$ cat config.mk
export PLATFORM = sky130hd
export DESIGN_NAME = eeg_p2_frame_parser_unit
export DESIGN_NICKNAME = d
export VERILOG_FILES = /design/src/eegp2_pkg.sv /design/src/eegp2_frame_parser.sv /design/src/eeg_p2_frame_parser_unit.sv
export SDC_FILE = /design/constraint.sdc
export NUM_CORES = 1
export LEC_CHECK = 0
export BUFFER_PORTS_ARGS = -buffer_cell sky130_fd_sc_hd__buf_2
export CAP_MARGIN = 20
export CORE_MARGIN = 2
export CORE_UTILIZATION = 55
export DETAILED_ROUTE_END_ITERATION = 8
export GPL_ROUTABILITY_DRIVEN = 0
export PLACE_DENSITY = 0.86
export SETUP_SLACK_MARGIN = 0.05
export SKIP_LAST_GASP = 1
export SYNTH_ARGS = -nofsm -noshare
export SYNTH_HDL_FRONTEND = slang
export SYNTH_HIERARCHICAL = 1
export SYNTH_SLANG_ARGS = --single-unit
$ cat constraint.sdc
create_clock -name i_clk -period 4.5 [get_ports i_clk]
set_clock_uncertainty 0.1 [all_clocks]
set_input_delay 0.675 -clock i_clk [delete_from_list [all_inputs] [get_ports i_clk]]
set_output_delay 0.675 -clock i_clk [all_outputs]
set_load 0.01 [all_outputs]
$ cat src/eegp2_pkg.sv
// shared constants and types for the p2 eeg frame parser
`default_nettype none

package eegp2_pkg;

    localparam int BLOCK_LEN = 256;
    localparam int CHANNELS  = 2;

    localparam int CNT_W   = (BLOCK_LEN > 1) ? $clog2(BLOCK_LEN) : 1;
    localparam int N_SLOTS = (CHANNELS >= 2) ? 4 : 2;
    localparam int SLOT_W  = $clog2(N_SLOTS);
    localparam int POS_W   = 5;

    localparam logic [7:0] SYNC_FIRST    = 8'hA5;
    localparam logic [7:0] SYNC_SECOND   = 8'h5A;
    localparam logic [7:0] FRAME_VERSION = 8'h02;
    localparam logic [7:0] TRAILER_A     = 8'h0F;
    localparam logic [7:0] TRAILER_B     = 8'hF0;

    localparam logic [POS_W-1:0] POS_SYNC1   = 5'd0;
    localparam logic [POS_W-1:0] POS_SYNC2   = 5'd1;
    localparam logic [POS_W-1:0] POS_VERSION = 5'd2;
    localparam logic [POS_W-1:0] POS_COUNTER = 5'd3;
    localparam logic [POS_W-1:0] POS_DATA    = 5'd4;
    localparam logic [POS_W-1:0] POS_TRAILER = 5'd16;

    localparam logic CMD_BYTE    = 1'b0;
    localparam logic CMD_RELEASE = 1'b1;

    typedef struct packed {
        logic               valid;
        logic signed [15:0] sample_ch1;
        logic signed [15:0] sample_ch2;
        logic [7:0]         sample_index;
        logic               block_last;
    } t_result;

endpackage

`default_nettype wire

$ cat src/eegp2_frame_parser.sv
// frame position tracking, channel byte store and sample counting
`default_nettype none

module eegp2_frame_parser import eegp2_pkg::*; (
    input  wire logic       i_clk,
    input  wire logic       i_rst_n,
    input  wire logic       i_step,
    input  wire logic       i_command,
    input  wire logic [7:0] i_rx_byte,
    output t_result         o_result
);

    logic [POS_W-1:0] r_pos, n_pos;
    logic [CNT_W-1:0] r_count, n_count;
    logic             r_accepting, n_accepting;
    logic [7:0]       r_ch_bytes [N_SLOTS];

    logic [POS_W-1:0] slot;
    logic             store_en;
    logic             trailer_ok;
    logic             last;
    logic [31:0]      count_ext;
    logic signed [15:0] ch1_word;
    logic signed [15:0] ch2_word;

    assign slot      = r_pos - POS_DATA;
    assign count_ext = 32'(r_count);
    assign last      = (r_count == CNT_W'(BLOCK_LEN - 1));
    assign trailer_ok = (i_rx_byte == TRAILER_A) || (i_rx_byte == TRAILER_B);
    assign ch1_word  = {r_ch_bytes[0], r_ch_bytes[1]};

    generate
        if (CHANNELS >= 2) begin : g_ch2
            assign ch2_word = {r_ch_bytes[2], r_ch_bytes[3]};
        end else begin : g_no_ch2
            assign ch2_word = 16'sd0;
        end
    endgenerate

    always_comb begin
        n_pos       = r_pos;
        n_count     = r_count;
        n_accepting = r_accepting;
        store_en    = 1'b0;
        o_result    = '0;
        o_result.sample_ch1   = ch1_word;
        o_result.sample_ch2   = ch2_word;
        o_result.sample_index = count_ext[7:0];
        o_result.block_last   = last;
        if (i_step) begin
            if (i_command == CMD_RELEASE) begin
                n_accepting = 1'b1;
            end else if (r_accepting) begin
                if (r_pos == POS_SYNC1) begin
                    if (i_rx_byte == SYNC_FIRST) begin
                        n_pos = POS_SYNC2;
                    end
                end else if (r_pos == POS_SYNC2) begin
                    n_pos = (i_rx_byte == SYNC_SECOND) ? POS_VERSION : POS_SYNC1;
                end else if (r_pos == POS_VERSION) begin
                    n_pos = (i_rx_byte == FRAME_VERSION) ? POS_COUNTER : POS_SYNC1;
                end else if (r_pos == POS_COUNTER) begin
                    n_pos = POS_DATA;
                end else if (r_pos < POS_TRAILER) begin
                    store_en = (slot < POS_W'(N_SLOTS));
                    n_pos    = r_pos + 1'b1;
                end else begin
                    if (trailer_ok) begin
                        o_result.valid = 1'b1;
                        if (last) begin
                            n_count     = '0;
                            n_accepting = 1'b0;
                        end else begin
                            n_count = r_count + 1'b1;
                        end
                    end
                    n_pos = POS_SYNC1;
                end
            end
        end
    end

    always_ff @(posedge i_clk) begin
        if (!i_rst_n) begin
            r_pos       <= POS_SYNC1;
            r_count     <= '0;
            r_accepting <= 1'b1;
        end else begin
            r_pos       <= n_pos;
            r_count     <= n_count;
            r_accepting <= n_accepting;
        end
    end

    always_ff @(posedge i_clk) begin
        if (store_en) begin
            r_ch_bytes[slot[SLOT_W-1:0]] <= i_rx_byte;
        end
    end

endmodule

`default_nettype wire

$ cat src/eeg_p2_frame_parser_unit.sv
// top level of the p2 eeg frame parser: input word register, parser and result register
//
// input channel: i_valid / o_ready carry one word (i_command, i_rx_byte). a command of
// zero hands over a received serial byte, a command of one releases a finished block.
// output channel: o_valid / i_ready carry one sample word (both channel samples, the
// sample index within the block and the block_last flag) for each frame that ends in
// a good trailer; other words give no output.
// a word accepted at one clock edge is parsed at the next edge that finds the result
// register free or being emptied; a good trailer's sample enters the result register at that edge.
// one word is taken every cycle while the receiver keeps i_ready high.
// when the receiver stalls, the result register holds its sample and the input
// register holds one more word; o_ready then stays low until the sample is taken.
// after a block_last sample, received bytes are dropped until a release word.
// reset empties both registers, puts the parser back at the first sync byte, clears
// the sample count and resumes accepting bytes. stored channel bytes are not cleared.
`default_nettype none

module eeg_p2_frame_parser_unit import eegp2_pkg::*; (
    input  wire logic        i_clk,
    input  wire logic        i_rst_n,
    input  wire logic        i_valid,
    output logic             o_ready,
    input  wire logic        i_command,
    input  wire logic [7:0]  i_rx_byte,
    output logic             o_valid,
    input  wire logic        i_ready,
    output logic signed [15:0] o_sample_ch1,
    output logic signed [15:0] o_sample_ch2,
    output logic [7:0]       o_sample_index,
    output logic             o_block_last
);

    logic       r_in_valid;
    logic       r_in_command;
    logic [7:0] r_in_byte;
    logic       r_out_valid;
    t_result    r_out;
    logic       advance;
    t_result    result;

    assign advance = r_in_valid && (!r_out_valid || i_ready);
    assign o_ready = !r_in_valid || advance;

    eegp2_frame_parser u_parser (
        .i_clk     (i_clk),
        .i_rst_n   (i_rst_n),
        .i_step    (advance),
        .i_command (r_in_command),
        .i_rx_byte (r_in_byte),
        .o_result  (result)
    );

    // input word register
    always_ff @(posedge i_clk) begin
        if (!i_rst_n) begin
            r_in_valid <= 1'b0;
        end else if (o_ready) begin
            r_in_valid <= i_valid;
        end
    end

    always_ff @(posedge i_clk) begin
        if (o_ready && i_valid) begin
            r_in_command <= i_command;
            r_in_byte    <= i_rx_byte;
        end
    end

    // result register
    always_ff @(posedge i_clk) begin
        if (!i_rst_n) begin
            r_out_valid <= 1'b0;
        end else if (advance) begin
            r_out_valid <= result.valid;
        end else if (i_ready) begin
            r_out_valid <= 1'b0;
        end
    end

    always_ff @(posedge i_clk) begin
        if (advance && result.valid) begin
            r_out <= result;
        end
    end

    assign o_valid        = r_out_valid;
    assign o_sample_ch1   = r_out.sample_ch1;
    assign o_sample_ch2   = r_out.sample_ch2;
    assign o_sample_index = r_out.sample_index;
    assign o_block_last   = r_out.block_last;

endmodule

`default_nettype wire

# After elaboration in Yosys (flattened, before gate mapping)
# Memory sizes are Yosys's and may differ from the RTL's. A register that Yosys moved wholly into a read port is not among the register bits.
# Cells that the tools add are included.
[word_totals]
reg_bits = 34
mem_bits_rw = 32
n_memories = 1
wordCells = 82
[memory_table]
columns = ["memory", "depth", "word_bits", "read_ports", "rd_clocked_by_memory_dff", "write_ports", "line", "source"]
rows = [
  ["u_parser.r_ch_bytes", 4, 8, 4, 4, 1, "eegp2_frame_parser.sv:16", "logic [7:0] r_ch_bytes [N_SLOTS];"],
]
[op_classes]
n_reduce_logical = 12
add_sub_neg = 3
magnitude_cmp = 2
eq_ne = 10
bitwise_logic = 6
mux = 39
[ops]
columns = ["op", "count"]
rows = [
  ["1-bit two-way mux", 30],
  ["5-bit two-way mux", 6],
  ["8-bit == test (second input constant)", 3],
  ["5-bit by 2-bit == test with 1-bit output (second input constant)", 2],
  ["9-bit AND reduction", 1],
  ["8-bit by 1-bit adder with 8-bit output (second input constant)", 1],
  ["8-bit by 2-bit == test with 1-bit output (second input constant)", 1],
  ["8-bit by 4-bit == test with 1-bit output (second input constant)", 1],
  ["8-bit by 7-bit == test with 1-bit output (second input constant)", 1],
  ["8-bit two-way mux", 1],
  ["1-bit inverter", 6],
  ["5-bit by 1-bit adder with 5-bit output (second input constant)", 1],
  ["5-bit by 1-bit == test with 1-bit output (second input constant)", 1],
  ["5-bit logical NOT", 1],
  ["5-bit by 3-bit less-than comparator with 1-bit output (second input constant)", 1],
  ["5-bit less-than comparator (second input constant)", 1],
  ["5-bit by 3-bit subtractor with 5-bit output (second input constant)", 1],
  ["2-bit two-way mux", 2],
  ["4-bit AND reduction", 1],
  ["1-bit logical AND", 3],
  ["1-bit logical OR", 3],
  ["1-bit logical NOT", 2],
  ["2-bit inequality test (second input constant)", 1],
  ["2-bit nonzero test", 1],
]

# Logic depth before layout (Yosys ltp)
# Gate-level depths: netlist (run 1).
[depth]
word_depth = 12
mapped_depth = 9
depth_no_buf = 8

# Hierarchy
# The synthesis (run 1) kept the hierarchy.
[by_module_without_submodules]
columns = ["mod", "seq_area_each_um2", "cells_per_inst", "area_per_inst_um2", "instances"]
rows = [
  ["eegp2_frame_parser", 1241.2, 156, 2016.9, 1],
  ["eeg_p2_frame_parser_unit", 1541.5, 63, 1614.0, 1],
]

# Worst setup path after synthesis (run 1)
# Ideal clock, no wire load.
[synth_path]
kind = "input to register"
startpoint = "in i_ready"
endpoint = "reg r_out (netlist bit o_block_last) (enable)"
setup_ns = 0.439
stages = 9
required_time_ns = 3.961
t_arrival_ns = 3.369
slack_ns = 0.591
path_cell_list = "nand2b_4 and2_1 and3b_1 nand2_1 or2_0 clkbuf_1 inv_1 nand2_1 nor2_1"
[synth_rtl]
columns = ["item", "line", "source"]
rows = [
  ["from (decl)", "eeg_p2_frame_parser_unit.sv:26", "input wire logic i_ready,"],
  ["to (signal assigned)", "eeg_p2_frame_parser_unit.sv:82", "r_out <= result;"],
  ["to (decl)", "eeg_p2_frame_parser_unit.sv:37", "t_result r_out;"],
]

==> results of run 1 <==
-- critical path: stages, from the launching register on --
cell	delay, ps
sky130_fd_sc_hd__edfxtp_1	500
sky130_fd_sc_hd__and4bb_1	290
sky130_fd_sc_hd__a32oi_1	730
sky130_fd_sc_hd__or2_0	400
sky130_fd_sc_hd__inv_1	80
sky130_fd_sc_hd__nand2_1	140
sky130_fd_sc_hd__nor2_4	40
sky130_fd_sc_hd__buf_4	270
-- state kept, by name, summed over array words and instances (netlist names), 5 cells and up --
| signal | flops |
|---|---|
| o_sample_ch1 | 16 |
| o_sample_ch2 | 16 |
| o_sample_index | 8 |
| r_in_byte | 8 |
| u_parser/r_ch_bytes | 32 |
| u_parser/r_count | 8 |
| u_parser/r_pos | 5 |
-- per-stage QoR --
step           cells  worst slack (ps)
4_1_cts          361              1680
3_5_place_dp     345              1390
2_1_floorplan    219               591
6_report         361              1630
3_3_place_gp     345              1530
5_1_grt          361              1500
-- power groups by stage --
stage	clock network, mW	logic (mW)	registers, mW
finish	0.631	0.0183	0.995
global route	0.676	0.0199	0.997
CTS	0.646	0.0184	0.995
detailed placement	0	0.0183	1.02
global placement	0	0.0181	1.02
floorplan	0	0.00999	1.01
-- path summary, 6_finish.rpt --
path | slack (ps) | end
worst min register to register | 330 | o_sample_ch1[14]$_DFFE_PP_
worst min-delay path | 330 | o_sample_ch1[14]$_DFFE_PP_
worst max-delay path | 1630 | o_sample_ch1[4]$_DFFE_PP_
worst max register to register | 1630 | o_sample_ch1[4]$_DFFE_PP_
-- Yosys cell counts, drive strengths merged, types with 4 or more instances --
| cell | number |
|---|---|
| and3 | 5 |
| nand3 | 5 |
| o221a | 4 |
| inv | 8 |
| nor2b | 4 |
| a21oi | 7 |
| buf | 5 |
| dfxtp | 16 |
| nand2 | 12 |
| o31ai | 4 |
| o21ai | 8 |
| and2 | 8 |
| ha | 8 |
| edfxtp | 82 |
-- cell families (layout without fill, tap and decap cells) --
family / Yosys count / in the layout
fa+ha+maj: 8 / 8
buf+inv: 15 / 80
flops: 98 / 98
compound gates: 37 / 37
simple gates: 61 / 61
-- layer usage --
| layer | vias to the layer above | track usage (%) | part of all wire [%] | routed length (um) |
|---|---|---|---|---|
| met1 | 1002 | 22.0 | 42 | 2480 |
| met3 | 9 | 5.16 | 6.5 | 388 |
| met5 | - | 0 | 0 | 0 |
| met2 | 78 | 26.8 | 50 | 3010 |
| li1 | 966 | - | - | - |
| met4 | 0 | 7.94 | 1.7 | 99 |
-- cell type report --
cell class | instances | area, um2
Sequential cell | 98 | 2780
Fill cell | 416 | 2140
Multi-Input combinational cell | 106 | 785
Timing Repair Buffer | 56 | 283
Clock buffer | 9 | 124
Clock inverter | 7 | 109
Tap cell | 77 | 96.3
Inverter | 8 | 30.0
==> summary.txt, run 1 <==
Status
  • Status: completed

Hold path
  • Worst hold-check path type: reg -> reg
  • Number of stages on the worst hold path: 0
  • Startpoint of the most critical hold path: u_parser/r_ch_bytes[0][6]$_DFFE_PP_

Synthesis
  • Post-Synth XOR/XNOR Area: 0%
  • Net count after synthesis: 240
  • Fraction of the mapped netlist area in compound gates: 7.34%
  • YS warnings: 6
  • Fraction of post-synthesis cell area in the top cell type by area: 67.8%
  • Sequential area share after synthesis: 76.6%
  • Largest cells by area after synthesis: sky130_fd_sc_hd__edfxtp_1, sky130_fd_sc_hd__dfxtp_1, sky130_fd_sc_hd__ha_1, sky130_fd_sc_hd__nand2_1, sky130_fd_sc_hd__o221a_2
  • Number of enable flip-flop cells after synthesis: ~80
  • Combinational family with the most area after synthesis: simple AND/OR/NAND/NOR gates
  • Mapped Cells: 219
  • Number of storage elements in the synthesis netlist: 98
  • Post-Synth Adder-Cell Area: roughly 2.8%
  • Top FF cell, synth: sky130_fd_sc_hd__edfxtp_1
  • Multiplexer share of the synthesized area: 0%
  • Area leader, netlist: sky130_fd_sc_hd__edfxtp_1
  • Post-synthesis simple-gate area fraction: 11.3%
  • Async set-reset flop share out of synthesis: 0%
  • Post-synthesis cell type count: between 50 and 60
  • Average footprint of a synthesized cell: ~17 um2
  • Cell Area, Synth: 3630 um2

Cells and area
  • Net total in the final layout: 300
  • Diodes inserted: 0
  • Utilization after layout: 66.3%
  • Most frequent cells in the layout: sky130_fd_sc_hd__edfxtp_1, sky130_fd_sc_hd__buf_2, sky130_fd_sc_hd__dfxtp_1, sky130_fd_sc_hd__nand2_1, sky130_fd_sc_hd__clkbuf_8
  • Layout cells sized above 1: 29.9%
  • Most common library cell in the layout ignoring fill and taps: sky130_fd_sc_hd__edfxtp_1
  • Post-synthesis to final-layout area growth: 15.9%
  • Post-route cell area: 4210 um2

Setup path
  • Classification of the worst setup path: reg -> reg
  • Data arrival time at the worst-slack endpoint: 2830 ps
  • Startpoint of the worst register-to-register path: r_in_byte[2]$_DFFE_PP_
  • Beginning of the critical path: r_in_byte[2]$_DFFE_PP_
  • CP max FO: 41
  • Required time of the worst setup path: between 4000 and 5000 ps
  • Register-to-Register Path Depth: 7
  • Setup crit end kind: flip-flop
  • Startpoint type of the worst setup path: flip-flop

Detailed routing
  • Residual DRC count: 0
  • DRC marker count from the first detailed-route iteration: 150
  • Wire length per cell: roughly 17 um
  • Iteration count of the initial detailed-routing pass: 4
  • Final antenna-violating net count: 0
  • Total vias in the final route: 2055
  • Final routed wirelength across all metal layers: 5980 um
  • Drt via density: 5.69

Timing
  • Achievable clock frequency: 348 MHz
  • Fin Setup TNS: 0 ps
  • Final number of max-transition violations: 0
  • Period utilisation layout: approximately 64%
  • Final setup fails: 0
  • Total count of hold-check failures in the final report: 0
  • Min Hold Slack: 325 ps
  • Normalized max-slew margin: 34.3%
  • Tightest Pin Transition: 983 ps
  • Setup repair after global routing missed its margin: no
  • Final critical path time including I/O delays and setup: about 2900 ps

Place
  • Placed wire-length estimate: 4090 um
  • Count of input and output buffers: between 50 and 60
  • Post-place instance area: 3980 um2

Clock tree
  • CTS Sinks: 98
  • Maximum root-to-sink buffer count: 2
  • TritonCTS Buffers: 9
  • Total of hold buffers inserted after clock tree synthesis: 0
  • H-tree depth reported by CTS: 3
  • Post-CTS resize count: 0
  • CTS tree: yes
  • Clk pin slew, worst setup/hold paths: 90 ps
  • Post-CTS Setup Repair Bufs: 0
  • Insertion delay to the later sink of the worst-skew pair: 360 ps
  • Library cell used as clock root buffer: sky130_fd_sc_hd__clkbuf_8

Global route
  • Wire length of the first global-routing pass: 9320 um
  • Number of global-route vias before repair: 1943
  • Largest net degree at the start of global routing: 42
  • Total gr overflow: 0
  • Antenna violations before repair: 0
  • Total track usage: 17.1%

Floorplan
  • Initial core utilization: between 50 and 60%
  • Die outline height: 85.3 um
  • Width of the die: 85.3 um
  • Core region area: around 6300 um2
  • Die ar.: 7270 um2
  • Placement Rows: 29
  • Number of ports placed on the die boundary: 56

Pwr
  • Seq pwr share: about three fifths
  • Sw Share: roughly a fifth
  • Cell internal power dissipation: 1.32 mW
  • Net switching power: 0.328 mW
  • Clk pwr share: 38.4%
  • Combinational group share of total power: 1.1%
  • Areal power density over the cells: between 300 and 400 nW/um2
  • Peak supply drop: around 0.00027 V
  • Static leakage: 1.52 nW
  • Total Power Consumption: 1.64 mW

Run
  • Maximum Capacitance Violations: 0
Note: power is estimated with default switching activity, not from simulation.
==> run 2, diff against run 1 <==
CORE_UTILIZATION = 50   (was 55)
PLACE_DENSITY = 0.82   (was 0.86)
clock period = 2.59 ns   (was 4.5 ns; I/O delays follow)
==> run 2 against run 1 <==
  * Utilization fell by 6.5 points
  * Non-clock buffer count rose by 7
  * Final cell count rose by 8.0%
  * Worst setup slack got worse by 1400 ps
  * Largest cell class unchanged
==> summary.txt, run 2 (same netlist as run 1, synthesis figures left out) <==
Status
  • Status: completed

Clock tree
  • Post-CTS Setup Repair Bufs: 0 (unchanged)
  • Insertion delay to the later sink of the worst-skew pair: 370 ps (about the same)
  • H-tree depth reported by CTS: 3 (unchanged)
  • CTS Sinks: 98 (unchanged)
  • Maximum root-to-sink buffer count: 2 (unchanged)
  • TritonCTS Buffers: 9 (unchanged)
  • CTS tree: yes
  • Library cell used as clock root buffer: sky130_fd_sc_hd__clkbuf_8
  • Clk pin slew, worst setup/hold paths: 90 ps (about the same)

Pwr
  • Static leakage: 1.54 nW (+1.0%)
  • Clk pwr share: 33.5% (-4.9 points)
  • Sw Share: 21.3% (+1.3 points)
  • Cell internal power dissipation: 2.10 mW (+59%)
  • Peak supply drop: 0.000242 V (-12%)
  • Combinational group share of total power: 1.6% (+0.5 points)
  • Net switching power: 0.568 mW (+73%)
  • Seq pwr share: 64.8% (+4.3 points)
  • Areal power density over the cells: 625 nW/um2 (+60%)

Timing
  • Period utilisation layout: 92.4% (+29 points)
  • Final setup fails: 0 (unchanged)
  • Min Hold Slack: 93.5 ps (-232 ps)
  • Total count of hold-check failures in the final report: 0 (unchanged)
  • Final number of max-transition violations: 0 (unchanged)
  • Fin Setup TNS: 0 ps (unchanged)
  • Setup repair after global routing missed its margin: no
  • Tightest Pin Transition: 366 ps (-617 ps)
  • Final critical path time including I/O delays and setup: 2390 ps (-477 ps)
  • Normalized max-slew margin: 75.4% (+41 points)
  • Achievable clock frequency: 418 MHz (+20%)

Hold path
  • Worst hold-check path type: in -> reg

Setup path
  • Worst stage delay on the critical path: 390 ps (-340 ps)
  • CP max FO: 8 (-80%)
  • Classification of the worst setup path: reg -> reg
  • Startpoint of the worst register-to-register path: u_parser/r_pos[0]$_SDFFE_PN0P_
  • Beginning of the critical path: u_parser/r_pos[0]$_SDFFE_PN0P_
  • Setup crit end kind: flip-flop
  • Register-to-Register Path Depth: 6 (-1)
  • Data arrival time at the worst-slack endpoint: 2350 ps (-480 ps)
  • List of cells traversed by the critical path: inv_1 > ha_1 > o31a_1 > a2111oi_2 > and4b_1 > and2_2
  • Setup slack of the most critical reg-to-reg path: 200 ps (-1430 ps)
  • Required time of the worst setup path: 2550 ps (-1910 ps)
  • Instance count on the critical path: 6 (-1)
  • Slowest library cell on the worst path: sky130_fd_sc_hd__dfxtp_1
  • Crit path to: u_parser/r_ch_bytes[0][0]$_DFFE_PP_
  • Terminus of the critical flop-to-flop path: u_parser/r_ch_bytes[0][0]$_DFFE_PP_
  • Kind of cell adding the most delay to the critical path: compound AO/OA/AOI/OAI gates
  • Count of buffering cells on the critical path with inverters included: 1 (-1)
  • Startpoint type of the worst setup path: flip-flop

Run
  • Maximum Capacitance Violations: 0 (unchanged)

Place
  • Count of input and output buffers: 55 (unchanged)
  • Post-place instance area: 4070 um2 (+2.3%)
  • Placed wire-length estimate: 4240 um (+3.8%)

Floorplan
  • Width of the die: 89.2 um (+4.7%)
  • Initial core utilization: 50.9% (-6.3 points)
  • Die ar.: 7960 um2 (+9.5%)
  • Number of ports placed on the die boundary: 56 (unchanged)
  • Placement Rows: 31 (+6.9%)
  • Core region area: 7140 um2 (+12%)
  • Die outline height: 89.2 um (+4.7%)

Global route
  • Number of global-route vias before repair: 1880 (-3.2%)
  • Antenna violations before repair: 0 (unchanged)
  • Total track usage: 16.0% (-1.0 points)
  • Wire length of the first global-routing pass: 9200 um (-1.3%)
  • Largest net degree at the start of global routing: 42 (unchanged)
  • Total gr overflow: 0 (unchanged)

Cells and area
  • Diodes inserted: 0 (unchanged)
  • Net total in the final layout: 307 (+2.3%)
  • Most frequent cells in the layout: sky130_fd_sc_hd__edfxtp_1, sky130_fd_sc_hd__buf_2, sky130_fd_sc_hd__dfxtp_1, sky130_fd_sc_hd__nand2_1, sky130_fd_sc_hd__clkbuf_8
  • Most common library cell in the layout ignoring fill and taps: sky130_fd_sc_hd__edfxtp_1
  • Fill count: 567 (+36%)
  • Post-synthesis to final-layout area growth: 17.4%
  • Utilization after layout: 59.7% (-6.5 points)
  • Layout cells sized above 1: 33.0% (+3.1 points)
  • Max FFs per register: 32 (unchanged)
  • Post-route cell area: 4260 um2 (+1.3%)

Detailed routing
  • Drt via density: 5.28 (-7.3%)
  • Residual DRC count: 0 (unchanged)
  • Final routed wirelength across all metal layers: 6060 um (+1.3%)
  • Iteration count of the initial detailed-routing pass: 4 (unchanged)
  • Total vias in the final route: 2058 (+0.15%)
  • DRC marker count from the first detailed-route iteration: 142 (-5.3%)
  • Wire length per cell: 15.5 um (-6.2%)
  • Final antenna-violating net count: 0 (unchanged)
## run 2: worst min-delay path by stage
stage,from,end,slack [ps],cells past startpoint
2_1_floorplan,u_parser/r_ch_bytes[1][0]$_DFFE_PP_,o_sample_ch1[0]$_DFFE_PP_,300,0
6_report,i_rx_byte[3],r_in_byte[3]$_DFFE_PP_,90,1
3_3_place_gp,u_parser/r_ch_bytes[2][7]$_DFFE_PP_,o_sample_ch2[15]$_DFFE_PP_,300,0
4_1_cts,i_rx_byte[3],r_in_byte[3]$_DFFE_PP_,80,1
3_5_place_dp,u_parser/r_ch_bytes[1][1]$_DFFE_PP_,o_sample_ch1[1]$_DFFE_PP_,300,0
5_1_grt,i_rx_byte[3],r_in_byte[3]$_DFFE_PP_,80,1
## run 2: power by group through the flow
| stage | logic, mW | registers [mW] | clock network (mW) |
|---|---|---|---|
| floorplan | 0.0174 | 1.76 | 0 |
| global placement | 0.0419 | 1.76 | 0 |
| detailed placement | 0.0432 | 1.76 | 0 |
| CTS | 0.0433 | 1.73 | 0.923 |
| global route | 0.0471 | 1.73 | 0.970 |
| finish | 0.0438 | 1.73 | 0.894 |
## run 2: per-stage QoR
step	setup WS [ps]	total power, mW	instances
finish	196	2.67	390
global route	76.7	2.75	390
CTS	56.3	2.70	390
detailed placement	26.7	1.81	374
global placement	133	1.81	374
floorplan	86.0	1.78	219
## run 2: timing repair
action | 4_1_cts | 5_1_grt
setup endpoints to repair | 24 | 32
hold buffers | 0 | 0
resized for setup | 3 | 2
pin swaps | 0 | 0
## run 2: layout make-up
class / count / area, um2 / share of cell area (%)
clock buffers: 9 / 124 / 2.90
clock inverters: 7 / 61.3 / 1.44
inverters: 8 / 30.0 / 0.704
multi-input cells: 106 / 795 / 18.6
flip-flops and latches: 98 / 2780 / 65.3
well taps: 99 / 124 / 2.90
repair buffers: 63 / 348 / 8.16
## run 2: worst reg2reg max path: stages, from the launching register on
cell	delay [ps]
sky130_fd_sc_hd__dfxtp_1	390
sky130_fd_sc_hd__inv_1	100
sky130_fd_sc_hd__ha_1	250
sky130_fd_sc_hd__o31a_1	330
sky130_fd_sc_hd__a2111oi_2	330
sky130_fd_sc_hd__and4b_1	310
sky130_fd_sc_hd__and2_2	280
## run 2: routing by layer
layer / vias to the layer above / GRT usage (%) / routed length, um
met1: 995 / 20.0 / 2600
met5: - / 0 / 0
met3: 6 / 4.71 / 292
met4: 0 / 6.92 / 83
met2: 70 / 26.2 / 3080
li1: 987 / - / -
==> run 3, diff against run 2 <==
BUFFER_PORTS_ARGS = -buffer_cell sky130_fd_sc_hd__buf_4   (was -buffer_cell sky130_fd_sc_hd__buf_2)
PLACE_DENSITY = 0.85   (was 0.82)
SYNTH_HIERARCHICAL = not set   (was 1)
==> run 3 against run 2 <==
  * Via count rose by 1.6%
  * First-iteration DRC count fell by 11%
  * Sequential power about the same
  * Combinational power down 13%
  * Critical endpoint is now o_sample_ch1[0]$_DFFE_PP_
  * Total power increased by 8.2%
  * Die area decreased by 0.36%
  * Sequential cell count unchanged
  * Non-clock buffer count is 5 lower
  * Worst setup slack better by 23 ps
  * Critical path depth shrank 1
==> summary.txt, run 3 <==
Status
  • Status: completed

Synthesis
  • Combinational family with the most area after synthesis: simple AND/OR/NAND/NOR gates
  • Sequential area share after synthesis: 76.9% (+0.29 points)
  • Top FF cell, synth: sky130_fd_sc_hd__edfxtp_1
  • Leading post-synthesis cells by instance count: sky130_fd_sc_hd__edfxtp_1, sky130_fd_sc_hd__dfxtp_1, sky130_fd_sc_hd__inv_1, sky130_fd_sc_hd__nand3_1
  • Post-Synth Adder-Cell Area: 2.77% (+0.010 points)
  • Post-synthesis cell type count: 45 (-12%)
  • Cell with the most instances after synthesis: sky130_fd_sc_hd__edfxtp_1
  • Fraction of the mapped netlist area in compound gates: 7.51% (+0.17 points)
  • YS warnings: 0 (-6)
  • Post-Synth XOR/XNOR Area: 0% (unchanged)
  • Largest cells by area after synthesis: sky130_fd_sc_hd__edfxtp_1, sky130_fd_sc_hd__dfxtp_1, sky130_fd_sc_hd__ha_1, sky130_fd_sc_hd__o31ai_1, sky130_fd_sc_hd__and4bb_2
  • Number of enable flip-flop cells after synthesis: 82 (unchanged)
  • Average footprint of a synthesized cell: 16.3 um2 (-1.7%)
  • Cell Area, Synth: 3620 um2 (-0.38%)
  • Mapped Cells: 222 (+1.4%)
  • Multiplexer share of the synthesized area: 0% (unchanged)
  • Fraction of post-synthesis cell area in the top cell type by area: 68.1% (+0.26 points)
  • Post-synthesis simple-gate area fraction: 10.8% (-0.48 points)
  • Async set-reset flop share out of synthesis: 0% (unchanged)
  • Number of storage elements in the synthesis netlist: 98 (unchanged)
  • Area leader, netlist: sky130_fd_sc_hd__edfxtp_1
  • Net count after synthesis: 243 (+1.3%)

Clock tree
  • Insertion delay to the later sink of the worst-skew pair: 360 ps (about the same)
  • Total of hold buffers inserted after clock tree synthesis: 0 (unchanged)
  • CTS Sinks: 98 (unchanged)
  • TritonCTS Buffers: 9 (unchanged)
  • Post-CTS Setup Repair Bufs: 0 (unchanged)
  • Clk pin slew, worst setup/hold paths: 80 ps (about the same)
  • CTS tree: yes
  • Maximum root-to-sink buffer count: 2 (unchanged)
  • Library cell used as clock root buffer: sky130_fd_sc_hd__clkbuf_8
  • H-tree depth reported by CTS: 3 (unchanged)
  • Post-CTS resize count: 0 (-3)

Global route
  • Most congested layer reported by global routing: met2
  • Met3 Resource Use GR: 3.32% (-1.4 points)
  • Total track usage: 15.7% (-0.34 points)
  • Number of global-route vias before repair: 1876 (-0.21%)
  • Routing usage on met1: 19.2% (-0.86 points)
  • Antenna violations before repair: 0 (unchanged)
  • Met2 track demand over resource in global routing: 26.2% (about the same)
  • Total gr overflow: 0 (unchanged)
  • Largest net degree at the start of global routing: 42 (unchanged)
  • Wire length of the first global-routing pass: 9090 um (-1.2%)

Detailed routing
  • Wire length per cell: 15.3 um (-1.2%)
  • DRC marker count from the first detailed-route iteration: 126 (-11%)
  • Final antenna-violating net count: 0 (unchanged)
  • Drt via density: 5.40 (+2.3%)
  • Final routed wirelength across all metal layers: 5940 um (-1.9%)
  • Total vias in the final route: 2090 (+1.6%)
  • Iteration count of the initial detailed-routing pass: 4 (unchanged)
  • Residual DRC count: 0 (unchanged)

Setup path
  • Slowest library cell on the worst path: sky130_fd_sc_hd__edfxtp_1
  • List of cells traversed by the critical path: and4bb_2 > a22oi_2 > or2_0 > inv_1 > buf_12
  • Count of buffering cells on the critical path with inverters included: 2 (+1)
  • Required time of the worst setup path: 2600 ps (+50 ps)
  • Kind of cell adding the most delay to the critical path: simple AND/OR/NAND/NOR gates
  • Setup crit end kind: flip-flop
  • Worst stage delay on the critical path: 530 ps (+140 ps)
  • Startpoint type of the worst setup path: flip-flop
  • Classification of the worst setup path: reg -> reg
  • CP max FO: 41 (+33)
  • Data arrival time at the worst-slack endpoint: 2380 ps (+30 ps)

Floorplan
  • Initial core utilization: 50.7% (-0.19 points)
  • Width of the die: 89.1 um (-0.18%)
  • Number of ports placed on the die boundary: 56 (unchanged)
  • Die ar.: 7930 um2 (-0.36%)
  • Die outline height: 89.1 um (-0.18%)
  • Placement Rows: 31 (unchanged)
  • Core region area: 7140 um2 (unchanged)

Timing
  • Achievable clock frequency: 422 MHz (+0.96%)
  • Total count of hold-check failures in the final report: 0 (unchanged)
  • Final critical path time including I/O delays and setup: 2370 ps (-22.9 ps)
  • Normalized max-slew margin: 66.6% (-8.7 points)
  • Period utilisation layout: 91.5% (-0.88 points)
  • Final setup fails: 0 (unchanged)
  • Tightest Pin Transition: 501 ps (+135 ps)
  • Fin Setup TNS: 0 ps (unchanged)
  • Setup repair after global routing missed its margin: no
  • Final number of max-transition violations: 0 (unchanged)

Hold path
  • Worst hold-check path type: in -> reg

Pwr
  • Total Power Consumption: 2.88 mW (+8.2%)
  • Static leakage: 1.52 nW (-1.2%)
  • Areal power density over the cells: 658 nW/um2 (+5.2%)
  • Peak supply drop: 0.000253 V (+4.8%)

Cells and area
  • Most common library cell in the layout ignoring fill and taps: sky130_fd_sc_hd__edfxtp_1
  • Diodes inserted: 0 (unchanged)
  • Max FFs per register: 32 (unchanged)
  • Net total in the final layout: 306 (-0.33%)
  • Most frequent cells in the layout: sky130_fd_sc_hd__edfxtp_1, sky130_fd_sc_hd__buf_4, sky130_fd_sc_hd__dfxtp_1
  • Layout cells sized above 1: 28.5% (-4.5 points)
  • Fill count: 533 (-6.0%)
  • Utilization after layout: 61.4% (+1.7 points)
  • Final non-filler cell total: 387 (-0.77%)
  • Post-synthesis to final-layout area growth: 21.2%

Place
  • Cells after DPL: 373 (-0.27%)
  • Count of input and output buffers: 55 (unchanged)
  • Placed wire-length estimate: 4100 um (-3.3%)

Run
  • Maximum Capacitance Violations: 0 (unchanged)
run 3: changes by cell type after synthesis, sizes merged, moves of 3 or more:
cell   before  now
a22oi       0    3
and2        8    3
nand2      12    7
nand3       5    9
nor2        2    7
o31ai       4    7
run 3: routing by layer:
layer,share of wire [%],routed length [um],up-vias
met2,51,3030,65
met3,4.0,239,12
li1,-,-,991
met5,0,0,-
met4,2.2,130,0
met1,43,2540,1022
run 3: area by class of cell:
cell class	count	area (um2)	share of cell area [%]
Clock buffer	9	124	2.83
Timing Repair Buffer	58	448	10.2
Tap cell	99	124	2.83
Sequential cell	98	2780	63.5
Inverter	10	37.5	0.856
Multi-Input combinational cell	108	764	17.4
Clock inverter	5	104	2.37
run 3: worst paths after layout:
| path | from | end | slack [ps] | cells past startpoint |
|---|---|---|---|---|
| setup / recovery | r_in_byte[1]$_DFFE_PP_ | o_sample_ch1[0]$_DFFE_PP_ | 220 | 5 |
| hold / removal | i_rx_byte[1] | r_in_byte[1]$_DFFE_PP_ | 100 | 1 |
| setup reg to reg | r_in_byte[1]$_DFFE_PP_ | o_sample_ch1[0]$_DFFE_PP_ | 220 | 5 |
| hold reg to reg | u_parser.r_ch_bytes[1][1]$_DFFE_PP_ | o_sample_ch1[1]$_DFFE_PP_ | 320 | 0 |
run 3: logic make-up after synthesis:
| family | Yosys count |
|---|---|
| compound gates | 38 |
| fa+ha+maj | 8 |
| buf+inv | 16 |
| flops | 98 |
| simple gates | 62 |
run 3: through the flow:
stage | setup slack (ps) | cell area (um2) | hold slack (ps)
final | 219 | 4380 | 101
after global routing | 46.2 | 4380 | 87.1
after CTS | 241 | 4380 | 89.6
after detailed placement | 263 | 4160 | 305
after global placement | 351 | 4160 | 306
after floorplan | 79.9 | 3620 | 300
run 3: power breakdown:
part	total, mW	internal [mW]	switching [mW]
Combinational	0.0380	0.0203	0.0178
Clock	1.11	0.632	0.482
Sequential	1.73	1.71	0.0217
run 3: worst register-to-register path: cells and delay by family, from the launching register on:
family | cells | cell delay [ps]
buffers and inverters | 2 | 330
DFF | 1 | 530
and+or+nand+nor | 2 | 680
AOI/OAI and AO/OA | 1 | 460
